$ cat src/rtl/thsdf_pkg.sv
`timescale 1ns / 1ps
// shared constants, types and the arctangent table of the helix distance evaluator
package thsdf_pkg;

	localparam int FRAC_BITS_DEF = 16;
	localparam int CORDIC_STAGES_DEF = 16;
	localparam int RATE_FRAC = 24;
	localparam int ATAN_COUNT = 24;
	localparam int ROOT_BITS = 32;
	localparam int CW = 34;
	localparam int RW = ROOT_BITS + 3;
	localparam int TURN_W = 24;
	localparam int DIV_BITS = TURN_W + RATE_FRAC;

	localparam logic signed [31:0] HALF_PI_Q30 = 32'sd1686629713;
	localparam logic signed [CW-1:0] CORDIC_GAIN_Q30 = 34'sd652032874;

	localparam logic [30:0] OUTER_RST = 31'd65536;
	localparam logic [30:0] INNER_RST = 31'd16384;
	localparam logic [30:0] OFFSET_RST = 31'd32768;
	localparam logic [30:0] HEIGHT_RST = 31'd262144;
	localparam logic [TURN_W-1:0] TURN_RST = 24'd65536;
	localparam logic [31:0] RATE_RST =
		32'((64'(TURN_RST) << RATE_FRAC) / 64'(HEIGHT_RST));

	typedef enum logic [2:0] {
		REG_OUTER,
		REG_INNER,
		REG_OFFSET,
		REG_HEIGHT,
		REG_TURNS
	} reg_idx_t;

	typedef struct packed {
		logic signed [31:0] px;
		logic signed [31:0] py;
		logic signed [31:0] pz;
		logic [1:0] quad;
	} pt_side_t;

	typedef struct packed {
		logic [63:0] v;
		logic [RW-1:0] rem;
		logic [ROOT_BITS-1:0] root;
	} isq_t;

	typedef struct packed {
		logic signed [31:0] pz;
		logic [2:0] sh;
	} dist_side_t;

	function automatic logic [CW-1:0] atan_q30(input int i);
		logic [CW-1:0] r;
		case (i)
			0: r = 34'd843314856;
			1: r = 34'd497837829;
			2: r = 34'd263043836;
			3: r = 34'd133525158;
			4: r = 34'd67021686;
			5: r = 34'd33543515;
			6: r = 34'd16775850;
			7: r = 34'd8388437;
			8: r = 34'd4194282;
			9: r = 34'd2097149;
			10: r = 34'd1048575;
			11: r = 34'd524287;
			12: r = 34'd262143;
			13: r = 34'd131071;
			14: r = 34'd65535;
			15: r = 34'd32767;
			16: r = 34'd16383;
			17: r = 34'd8191;
			18: r = 34'd4095;
			19: r = 34'd2047;
			20: r = 34'd1023;
			21: r = 34'd511;
			22: r = 34'd255;
			23: r = 34'd127;
			default: r = '0;
		endcase
		return r;
	endfunction

endpackage

$ cat src/rtl/thsdf_cordic_cell.sv
`timescale 1ns / 1ps
// one rotation-mode cordic cell with the point carried alongside
module thsdf_cordic_cell #(
	parameter int IDX = 0
) (
	input logic clk,
	input logic en,
	input logic signed [thsdf_pkg::CW-1:0] x,
	input logic signed [thsdf_pkg::CW-1:0] y,
	input logic signed [thsdf_pkg::CW-1:0] ang,
	input thsdf_pkg::pt_side_t side,
	output logic signed [thsdf_pkg::CW-1:0] x_q,
	output logic signed [thsdf_pkg::CW-1:0] y_q,
	output logic signed [thsdf_pkg::CW-1:0] ang_q,
	output thsdf_pkg::pt_side_t side_q
);
	import thsdf_pkg::*;

	logic signed [CW-1:0] xs, ys, at, x_n, y_n, a_n;

	assign xs = x >>> IDX;
	assign ys = y >>> IDX;
	assign at = atan_q30(IDX);

	always_comb begin
		if (!ang[CW-1]) begin
			x_n = x - ys;
			y_n = y + xs;
			a_n = ang - at;
		end else begin
			x_n = x + ys;
			y_n = y - xs;
			a_n = ang + at;
		end
	end

	always_ff @(posedge clk) begin
		if (en) begin
			x_q <= x_n;
			y_q <= y_n;
			ang_q <= a_n;
			side_q <= side;
		end
	end

endmodule

$ cat config.mk
export PLATFORM = sky130hd
export DESIGN_NAME = thsdf_cordic_cell
export DESIGN_NICKNAME = d
export VERILOG_FILES = /design/src/rtl/thsdf_pkg.sv /design/src/rtl/thsdf_cordic_cell.sv
export SDC_FILE = /design/constraint.sdc
export NUM_CORES = 1
export LEC_CHECK = 0
export BUFFER_PORTS_ARGS = -buffer_cell sky130_fd_sc_hd__buf_2
export CORE_UTILIZATION = 45
export DETAILED_ROUTE_END_ITERATION = 16
export GPL_TIMING_DRIVEN = 0
export PLACE_DENSITY = 0.81
export REMOVE_ABC_BUFFERS = 1
export SLEW_MARGIN = 20
export SYNTH_ARGS = -nofsm -noshare
export SYNTH_HDL_FRONTEND = slang
export SYNTH_SLANG_ARGS = --single-unit
$ cat constraint.sdc
create_clock -name clk -period 5.5 [get_ports clk]
set_input_delay 0.275 -clock clk [delete_from_list [all_inputs] [get_ports clk]]
set_output_delay 0.275 -clock clk [all_outputs]
set_load 0.01 [all_outputs]
== After elaboration in Yosys (flattened, before gate mapping) ==
Cells that the tools add are included.
Widths: inputs -> output; s select.

* Add/subtract/negate cells: 5
* Multiplexer cells: 3

{| class="wikitable"
|+ Operator list
! operator !! count
|-
| $mux 34 || 3
|-
| $sub 34x34->34 || 2
|-
| $add 34x31->34 const B || 1
|-
| $add 34x34->34 || 1
|-
| $sub 34x31->34 const B || 1
|}

* Flip-flop bits (word level): 200
* Input port bits: 202
* Output and inout bits: 200

== Logic depth before layout (Yosys ltp) ==
* Word-level depth: 2
* Gate-level depth with buffers: 13
* Mapped depth without buffers: 12

== Worst setup path before layout ==
Ideal clock, no wire load.

* Path kind: input-to-reg
* From: in ang[33] (netlist name)
* To: reg ang_q[32] (netlist name), data pin
* Library setup time: 0.258 ns
* Data arrival time: 3.053 ns
* Data required time: 5.242 ns
* Setup slack: 2.190 ns
* Stages: 13
* Path through: clkinv_1 clkbuf_1 ha_1 buf_2 a21oi_2 o211ai_1 a21o_1 o31a_1 o41ai_4 o21ai_2 a41o_1 a21oi_2 xnor2_1

* Word-level cells in the longest chain between the ends: 1

{| class="wikitable"
|+ Ends and longest elaborated chain
! element !! RTL line !! RTL
|-
| from (decl) || thsdf_cordic_cell.sv:10 || <nowiki>input logic signed [thsdf_pkg::CW-1:0] ang,</nowiki>
|-
| $mux 34 || thsdf_cordic_cell.sv:26 || <nowiki>if (!ang[CW-1]) begin</nowiki>
|-
| via a_n[32] || thsdf_cordic_cell.sv:19 || <nowiki>logic signed [CW-1:0] xs, ys, at, x_n, y_n, a_n;</nowiki>
|-
| to (signal assigned) || thsdf_cordic_cell.sv:41 || <nowiki>ang_q <= a_n;</nowiki>
|-
| to (decl) || thsdf_cordic_cell.sv:14 || <nowiki>output logic signed [thsdf_pkg::CW-1:0] ang_q,</nowiki>
|}

The timed path passes the listed nets, and every way through them passes these cells.
A chain may end at the register's enable or synchronous reset.

== Final worst setup path ==
* From: in ang[33] (netlist name)
* To: reg ang_q[31] (netlist name), data pin

Same word-level chain as after synthesis.

==> reports/qor.csv <==
metric;value;unit
drt drc;0;
Final Max Slew Viols;0;
GRT Resource Usage Total;28.5;%
CP Launch Point;ang[33];
worst hold slack;-0.645;ps
wire per inst;20.9;um
top sig layer;met4;
vias per std cell;5.68;
first-pass GRT wire length;66000;um
FF+latch count, synth;199;
Die Ht;173;um
Netlist cell types;79;
slowest stage cell, crit path;fa_1;
CTS root buffer;clkbuf_16;
FP Rows;62;
Max Clock Freq;280;MHz
Initial Utilization;45.9;%
Final Util;59.1;%
Cells after DPL;2015;
hold bufs inserted after CTS;76;
run status;complete, but fails checks;
number of gates resized after cts;0;
CP startpoint kind;primary input;
syn avg cell area;10.3;um^2
core area;0.0287;mm^2
wire length on met2;21400;um
CP Buf/Inv Count;2;
unrepaired setup endpoints after global routing;false;
DR iter-0 viols;1216;
Mapped Cells;1273;
IO buf count;401;
worst-margin pin slew;802;ps
number of synthesized flops with an enable pin;199;
synth warn;0;
die area;0.0299;mm^2
routed vias;12100;
Post-synth top flop;edfxtp_1;
Syn Std Cell Area;0.0132;mm^2
grt ovf;0;
Crit Path Max Fanout;24;
Area growth syn-to-layout;29.0;%
Leak;7.51;nW
vias in the first global route;11500;
CTS sink cnt;199;
met3 WL;3020;um
WP data required;5700;ps
Max Cap Violations;0;
antenna viol nets, final;0;
post-CTS setup buffer count;0;
critical path type;in2reg;
most frequent cells in the layout;buf_2 (399), edfxtp_1 (199), a21oi_1 (138);
worst-path cell chain;buf_4 > clkinv_2 > fa_1 > a21o_1 > a21oi_2 > o21ai_1 > a21o_1 > a2111oi_4 > o311a_1 > o21ai_1 > a41oi_2 > xnor2_1;
VDD IR max;0.208;mV
Synth async-reset ratio;0;%
Levels on crit path;12;
CTS clk-pin slew, worst paths;90;ps
Power Density;275;mW/mm^2
count of final hold-check violations;1;
Hold Crit Class;in2reg;
DIE WIDTH;173;um
Seq/Total Area, Yosys;45.4;%
Critical Path Sink;ang_q[31];
share of layout cells above drive strength 1;26.8;%
initial antenna violation count;2;
Tot Pwr;4.66;mW
Min Clock Period, post-route;3570;ps
max-slew headroom at the worst pin;46.6;%
worst-case clock buffer depth;2;
Num CTS Buffers;17;
Fin Setup TNS;0;ps
WL final;44400;um
num ports;402;
TritonRoute pass-1 iters;6;
crit-path leading delay family;compound AO/OA/AOI/OAI gates;
final setup vio count;0;
fin cells;2130;
largest net degree at the start of global routing;109;
final worst-path cycle share;64.9;%
hpwl dp;32600;um
htree depth;4;
violated checks;negative hold slack;
CP arrival;3770;ps
endpoint class of the critical path;flop;
met1 wire length;17600;um
Crit path largest cell delay;560;ps
GP Congestion;0.965;
nets;2067;
CTS tree;yes;
commonest non-fill, non-tap cell in the layout;buf_2;
Yosys cell counts, types with 10 or more instances:
master / n / area (um^2)
a21o_1: 31 / 233
clkbuf_1: 21 / 78.8
nand2_1: 63 / 236
inv_1: 113 / 424
a21oi_1: 138 / 691
nand3_1: 17 / 85.1
xor2_1: 19 / 166
xnor2_1: 73 / 639
ha_1: 129 / 1610
nand4_1: 13 / 81.3
o21a_1: 10 / 75.1
a31oi_1: 13 / 81.3
o21bai_1: 25 / 188
o21ai_1: 11 / 55.1
mux2i_1: 17 / 170
edfxtp_1: 199 / 5980
nor2_1: 96 / 360
nor2b_1: 13 / 81.3
nor3_1: 22 / 110
buf_2: 16 / 80.1
o21ai_0: 81 / 405
o211ai_1: 10 / 75.1
nand2b_1: 13 / 81.3
flip-flops by register name (all words and copies together), names as in the netlist:
signal and flops:
x_q 34, ang_q 34, y_q 33, side_q 98
worst min-delay path by stage:
stage	startpoint	end	slack, ps	cells after the start
4_1_cts	side[8]	side_q[8]	0.09	1
3_5_place_dp	side[27]	side_q[27]	450	1
6_report	side[56]	side_q[56]	-0.6	1
2_1_floorplan	ang[0]	ang_q[0]	370	0
3_3_place_gp	side[46]	side_q[46]	450	1
5_1_grt	side[56]	side_q[56]	-3	1
cell families after synthesis:
family | after synthesis | share of synthesized area [%]
AND/OR/NAND/NOR | 271 | 9.89
flip-flops | 199 | 45.4
XOR/XNOR | 92 | 6.12
buffers and inverters | 163 | 4.87
adder cells (fa/ha/maj) | 133 | 12.9
AO/OA/AOI/OAI | 398 | 19.5
multiplexers | 17 | 1.29
routing by layer:
| metal | GRT usage [%] | vias up |
|---|---|---|
| met5 | 0 | - |
| met4 | 15.2 | 0 |
| met3 | 3.63 | 123 |
| met2 | 48.4 | 687 |
| met1 | 35.4 | 5745 |
| li1 | - | 5535 |
layout make-up:
class,instances,area (um^2)
Fill cell,2357,11700
Multi-Input combinational cell,911,6540
Sequential cell,199,5980
Timing Repair Buffer,486,2920
Tap cell,384,480
Inverter,117,440
Clock buffer,17,425
Clock inverter,15,190
Antenna cell,1,2.50
power by group:
| group | switching (mW) | internal, mW | leakage [nW] |
|---|---|---|---|
| Combinational | 0.841 | 0.545 | 5.27 |
| Sequential | 0.0574 | 1.91 | 1.95 |
| Clock | 0.687 | 0.625 | 0.298 |
| Total | 1.59 | 3.08 | 7.51 |
through the flow:
| step | setup WS (ps) | instance area [um^2] |
|---|---|---|
| finish | 1930 | 17000 |
| global route | 1790 | 17000 |
| CTS | 2040 | 16900 |
| detailed placement | 1580 | 15500 |
| global placement | -1970 | 15400 |
| floorplan | 1490 | 13000 |
No activity file was read; power rests on OpenSTA's default activity.
