===== config.mk =====
export PLATFORM = sky130hd
export DESIGN_NAME = thsdf_isqrt_cell
export DESIGN_NICKNAME = d
export VERILOG_FILES = /design/src/rtl/thsdf_pkg.sv /design/src/rtl/thsdf_isqrt_cell.sv
export SDC_FILE = /design/constraint.sdc
export NUM_CORES = 1
export LEC_CHECK = 0
export BUFFER_PORTS_ARGS = -buffer_cell sky130_fd_sc_hd__buf_2
export CORE_MARGIN = 3
export CORE_UTILIZATION = 44
export CTS_CLUSTER_SIZE = 25
export DETAILED_ROUTE_END_ITERATION = 6
export PLACE_DENSITY = 0.77
export SLEW_MARGIN = 25
export SYNTH_ARGS = -nofsm -noshare
export SYNTH_HDL_FRONTEND = slang
export SYNTH_SLANG_ARGS = --single-unit

===== constraint.sdc =====
create_clock -name clk -period 2.1 [get_ports clk]
set_input_delay 0 -clock clk [delete_from_list [all_inputs] [get_ports clk]]
set_output_delay 0 -clock clk [all_outputs]
set_load 0.02 [all_outputs]

===== src/rtl/thsdf_pkg.sv =====
`timescale 1ns / 1ps
// shared constants, types and the arctangent table of the helix distance evaluator
package thsdf_pkg;

	localparam int FRAC_BITS_DEF = 16;
	localparam int CORDIC_STAGES_DEF = 16;
	localparam int RATE_FRAC = 24;
	localparam int ATAN_COUNT = 24;
	localparam int ROOT_BITS = 32;
	localparam int CW = 34;
	localparam int RW = ROOT_BITS + 3;
	localparam int TURN_W = 24;
	localparam int DIV_BITS = TURN_W + RATE_FRAC;

	localparam logic signed [31:0] HALF_PI_Q30 = 32'sd1686629713;
	localparam logic signed [CW-1:0] CORDIC_GAIN_Q30 = 34'sd652032874;

	localparam logic [30:0] OUTER_RST = 31'd65536;
	localparam logic [30:0] INNER_RST = 31'd16384;
	localparam logic [30:0] OFFSET_RST = 31'd32768;
	localparam logic [30:0] HEIGHT_RST = 31'd262144;
	localparam logic [TURN_W-1:0] TURN_RST = 24'd65536;
	localparam logic [31:0] RATE_RST =
		32'((64'(TURN_RST) << RATE_FRAC) / 64'(HEIGHT_RST));

	typedef enum logic [2:0] {
		REG_OUTER,
		REG_INNER,
		REG_OFFSET,
		REG_HEIGHT,
		REG_TURNS
	} reg_idx_t;

	typedef struct packed {
		logic signed [31:0] px;
		logic signed [31:0] py;
		logic signed [31:0] pz;
		logic [1:0] quad;
	} pt_side_t;

	typedef struct packed {
		logic [63:0] v;
		logic [RW-1:0] rem;
		logic [ROOT_BITS-1:0] root;
	} isq_t;

	typedef struct packed {
		logic signed [31:0] pz;
		logic [2:0] sh;
	} dist_side_t;

	function automatic logic [CW-1:0] atan_q30(input int i);
		logic [CW-1:0] r;
		case (i)
			0: r = 34'd843314856;
			1: r = 34'd497837829;
			2: r = 34'd263043836;
			3: r = 34'd133525158;
			4: r = 34'd67021686;
			5: r = 34'd33543515;
			6: r = 34'd16775850;
			7: r = 34'd8388437;
			8: r = 34'd4194282;
			9: r = 34'd2097149;
			10: r = 34'd1048575;
			11: r = 34'd524287;
			12: r = 34'd262143;
			13: r = 34'd131071;
			14: r = 34'd65535;
			15: r = 34'd32767;
			16: r = 34'd16383;
			17: r = 34'd8191;
			18: r = 34'd4095;
			19: r = 34'd2047;
			20: r = 34'd1023;
			21: r = 34'd511;
			22: r = 34'd255;
			23: r = 34'd127;
			default: r = '0;
		endcase
		return r;
	endfunction

endpackage


===== src/rtl/thsdf_isqrt_cell.sv =====
`timescale 1ns / 1ps
// one digit step of the pipelined integer square root
module thsdf_isqrt_cell #(
	parameter int IDX = 0
) (
	input logic clk,
	input logic en,
	input thsdf_pkg::isq_t cur,
	output thsdf_pkg::isq_t nxt_q
);
	import thsdf_pkg::*;

	localparam int K = ROOT_BITS - 1 - IDX;

	logic [RW-1:0] remsh, trial;
	isq_t nxt;

	assign remsh = {cur.rem[RW-3:0], cur.v[2*K+1 -: 2]};
	assign trial = {1'b0, cur.root, 2'b01};

	always_comb begin
		nxt.v = cur.v;
		if (remsh >= trial) begin
			nxt.rem = remsh - trial;
			nxt.root = {cur.root[ROOT_BITS-2:0], 1'b1};
		end else begin
			nxt.rem = remsh;
			nxt.root = {cur.root[ROOT_BITS-2:0], 1'b0};
		end
	end

	always_ff @(posedge clk) begin
		if (en) begin
			nxt_q <= nxt;
		end
	end

endmodule


After elaboration in Yosys (flattened, before gate mapping)
Cells that the tools add are included.
W data, S select, Z words.

word-level totals
  bits in registers = 131
  input port bits = 133
  output and inout port bits = 131
  logic and storage cells = 6

operators by class
  add/subtract/negate cells = 1
  magnitude comparators = 1
  mux-type cells = 1

operators by type and width
  operator          number
  $mux W67          1
  $ge A35 B34 Y1    1
  $sub A35 B34 Y35  1

Longest topological paths before layout
  depth after elaboration = 2
  gate-level depth with buffers = 13
  depth with buffers taken out = 10

Worst setup path after synthesis
Ideal clock, no wire load.

  path type = input -> register
  start point = in cur[5] (netlist name)
  end point = reg nxt_q[60] (netlist name) (data pin)
  library setup time = 0.260 ns
  data arrival time = 2.055 ns
  data required time = 1.840 ns
  setup slack = -0.215 ns
  stages = 10
  path buffers = 0
  path through = inv_1 ha_1 a211oi_1 o21bai_1 nor4_2 o21ai_2 a211oi_1 o221ai_1 xnor2_1 mux2_2

RTL lines
  element               line                    text
  from (decl)           thsdf_isqrt_cell.sv:8   input thsdf_pkg::isq_t cur,
  to (signal assigned)  thsdf_isqrt_cell.sv:34  nxt_q <= nxt;
  to (decl)             thsdf_isqrt_cell.sv:9   output thsdf_pkg::isq_t nxt_q

==> results.md <==
- Top flop regs: nxt_q x131
- Initial Util: 0.453
- I/O pins: 264
- Simple-gate area share of the yosys netlist: 0.0823
- I/O Buffers: 261
- Worst-case vdd ir drop: 0.570 mV
- Starting DRT DRC Count: 570
- Post-synthesis sequential area ratio: 0.618
- Endpoints failing hold: 0
- Largest family of logic cells by synthesized area: compound AO/OA/AOI/OAI gates
- Largest fanout on the critical path: 6
- Compound-Gate Fraction of Synth Area: 0.127
- Startpoint Class: input pin
- Max-cap violations: 0
- Gpl congestion: 0.880
- Post-synthesis mux area share: 0.0248
- DP HPWL: 14.9 mm
- Cell chain of the critical path: buf_8 > inv_4 > ha_4 > o21a_1 > o211ai_1 > a311o_1 > a211oi_4 > o31ai_4 > o21ai_4 > buf_4 > buf_12 > mux2_4
- Clock tree root buffer cell: clkbuf_16
- Failing checks: negative setup slack
- First-pass GRT wire length: 35.9 mm
- Sink Count: 131
- DR pass1 iterations: 5
- Min cycle time layout: 2.32 ns
- Clk buf depth: 2
- Setup violators final: 35
- Synth Flop Type: edfxtp_1
- Crit path largest cell delay: 0.46 ns
- Mean Syn Cell Area: 12.8 um2
- Design area: 0.0110 mm2
- Fin nets: 1179
- Congestion Overflow GR: 0
- Initial antenna violation count: 1
- Layout cells sized above 1: 0.463
- Vias: 6534
- Avg WL per Cell: 21.8 um
- CORE AREA: 0.0140 mm2
- Final wirelength: 26.2 mm
- Largest net degree at the start of global routing: 55
- Seq cells post-synth: 131
- Worst-margin pin slew: 0.367 ns
- Hold path startpoint: cur[61]
- Area grow syn2layout: 73.1%
- Antenna Nets Post-Route: 0
- Die ar.: 0.0160 mm2
- Yosys top cell area share: 0.618
- Worst path slowest cell: a311o_1
- H-Tree Depth: 4
- Post-Syn Nets: 665
- Hold Path Depth: 3
- LEAKAGE: 4.93 nW
- Ys async rst share: 0
- Pwr/cell area: 790 mW/mm2
- Crit Path Class: in2reg
- Clock slew at reported path FFs: 0.06 ns
- Number of global-route vias before repair: 6567
- Slew HR: 0.753
- Number of synthesized flops with an enable pin: 131
- CP endpoint kind: flip-flop
- Biggest register: nxt_q
- Dominant cell type by area after synthesis: edfxtp_1
- Max Clock Freq: 431 MHz
- Die Ht: 126 um
- Die X-Extent: 126 um
- Hold EP: nxt_q[63]$_DFFE_PP_
- GRT Util Overall: 0.294
- Count of different cell masters after synthesis: 59
- Critical path arrival: 2.49 ns
- CTS Buf Count: 17
- Max-slew violations: 0
- Row cnt: 43
- Top post-synthesis cells by area: edfxtp_1 (62%), ha_1 (6.7%), a21oi_1 (3.6%), xnor2_1 (2.9%), inv_1 (2.7%)
- Unrepaired setup endpoints after global routing: true
- Fill cell count: 823
- DRC: 0
- Period utilization: 1.10
- Max reg flops: 131
- Post-Synth Adder-Cell Area: 0.0668
- Via/cell ratio: 5.42
- Min-Delay Path Class: in2reg
- Post-Synthesis Cell Area: 0.00637 mm2
- Post-synthesis xor/xnor area fraction: 0.0426
- Cells after synthesis: 498
- Worst path required time: 2.27 ns
- Placed cell area: 0.00878 mm2
- Setup ws final: -0.218 ns
- Status: finished with violations
- Hold Slack: 0.0474 ns
- CTS tree: built
- Synth Warn #: 0
-- critical path, delay by kind of cell --
| family | cells | cell delay (ns) |
|---|---|---|
| compound gates | 6 | 1.43 |
| buf+inv | 4 | 0.44 |
| mux | 1 | 0.31 |
| fa+ha+maj | 1 | 0.29 |
-- through the flow --
step / total power [W] / util / std cells / setup TNS, ns / setup slack [ns]
after floorplan: 0.00440 / - / 498 / -0.154 / -0.0254
after global placement: 0.00520 / 0.626 / 1029 / -8.98 / -0.446
after detailed placement: 0.00525 / 0.626 / 1029 / -10.71 / -0.448
after CTS: 0.00839 / 0.757 / 1185 / 0 / 0.00291
after global routing: 0.00898 / 0.785 / 1205 / -7.42 / -0.320
final: 0.00870 / 0.785 / 1205 / -4.77 / -0.218
-- cells in the mapped netlist, drive strengths merged, types with 2 or more instances --
cell    number
o21a         3
nor2b        4
and4         2
a21oi       50
mux2i        3
o21bai       3
xor2        10
o31ai        2
or3          4
nor4         4
buf          9
o21ai       22
a311oi       3
nand3        2
nand4        9
nor2        45
ha          34
o211ai       6
mux2        11
or2          2
a31oi        3
a211oi       4
nor3        10
a21boi       2
clkbuf       2
inv         46
xnor2       21
edfxtp     131
nand2       20
and3         5
o31a         3
a21o         8
-- area by class of cell --
cell class                      instances  area, um2  area share
Antenna cell                            1       2.50    0.000227
Clock buffer                           17        425      0.0386
Clock inverter                         14        155      0.0141
Inverter                               46        178      0.0161
Multi-Input combinational cell        310       2490       0.226
Sequential cell                       131       3930       0.357
Tap cell                              180        225      0.0204
Timing Repair Buffer                  506       3610       0.327
-- where the power goes --
group          switching [W]  internal [W]  leakage, nW
Clock                0.00126       0.00175        0.280
Combinational        0.00130       0.00109         3.36
Sequential         0.0000938       0.00320         1.28
Total                0.00265       0.00605         4.93
-- metal layers --
layer	vias to the layer above	GRT usage	share of wire
li1	2890	-	-
met1	3162	0.324	0.35
met2	386	0.551	0.54
met3	96	0.0754	0.067
met4	0	0.100	0.042
met5	-	0	0
-- worst max-delay path by stage --
stage | slack (ns) | from | depth (start not counted) | to
2_1_floorplan | -0.03 | cur[22] | 11 | nxt_q[35]$_DFFE_PP_
4_1_cts | 0.003 | cur[21] | 11 | nxt_q[35]$_DFFE_PP_
3_5_place_dp | -0.45 | cur[21] | 11 | nxt_q[48]$_DFFE_PP_
3_3_place_gp | -0.45 | cur[0] | 11 | nxt_q[60]$_DFFE_PP_
6_report | -0.22 | cur[0] | 12 | nxt_q[35]$_DFFE_PP_
5_1_grt | -0.32 | cur[10] | 15 | nxt_q[37]$_DFFE_PP_
-- cells by family after synthesis --
kind of cell             count (synthesis)
AO/OA/AOI/OAI                          121
AND/OR/NAND/NOR                        110
adder cells (fa/ha/maj)                 34
buffers and inverters                   57
XOR/XNOR                                31
multiplexers                            14
flip-flops                             131
-- placed cells by master, fill, tap and decap left out, types with 3 or more instances in the layout --
cell	count
buf_2	258
edfxtp_1	131
dlygate4sd3_1	125
buf_4	108
inv_1	43
nor2_1	42
a21oi_1	38
xnor2_1	21
ha_1	21
clkbuf_16	20
nand2_1	19
o21ai_0	17
a21oi_2	10
xor2_1	10
ha_4	10
nand4_1	9
mux2_4	9
a21o_1	8
nor3_1	8
o211ai_1	5
and3_1	5
clkinv_4	5
buf_6	5
nor2b_1	4
buf_12	4
or3_1	3
o21ai_1	3
o21a_1	3
a311oi_1	3
o21bai_1	3
o31a_1	3
mux2i_1	3
ha_2	3
inv_6	3
buf_8	3
-- timing repair --
action	in CTS	in global routing
gates cloned	0	4
buffers inserted	0	15
endpoints found under the setup margin	2	26
pin swaps	0	12
resized for setup	2	48
endpoints found under the hold margin	157	0
hold buffers	125	0
No activity file was read; power rests on OpenSTA's default activity.
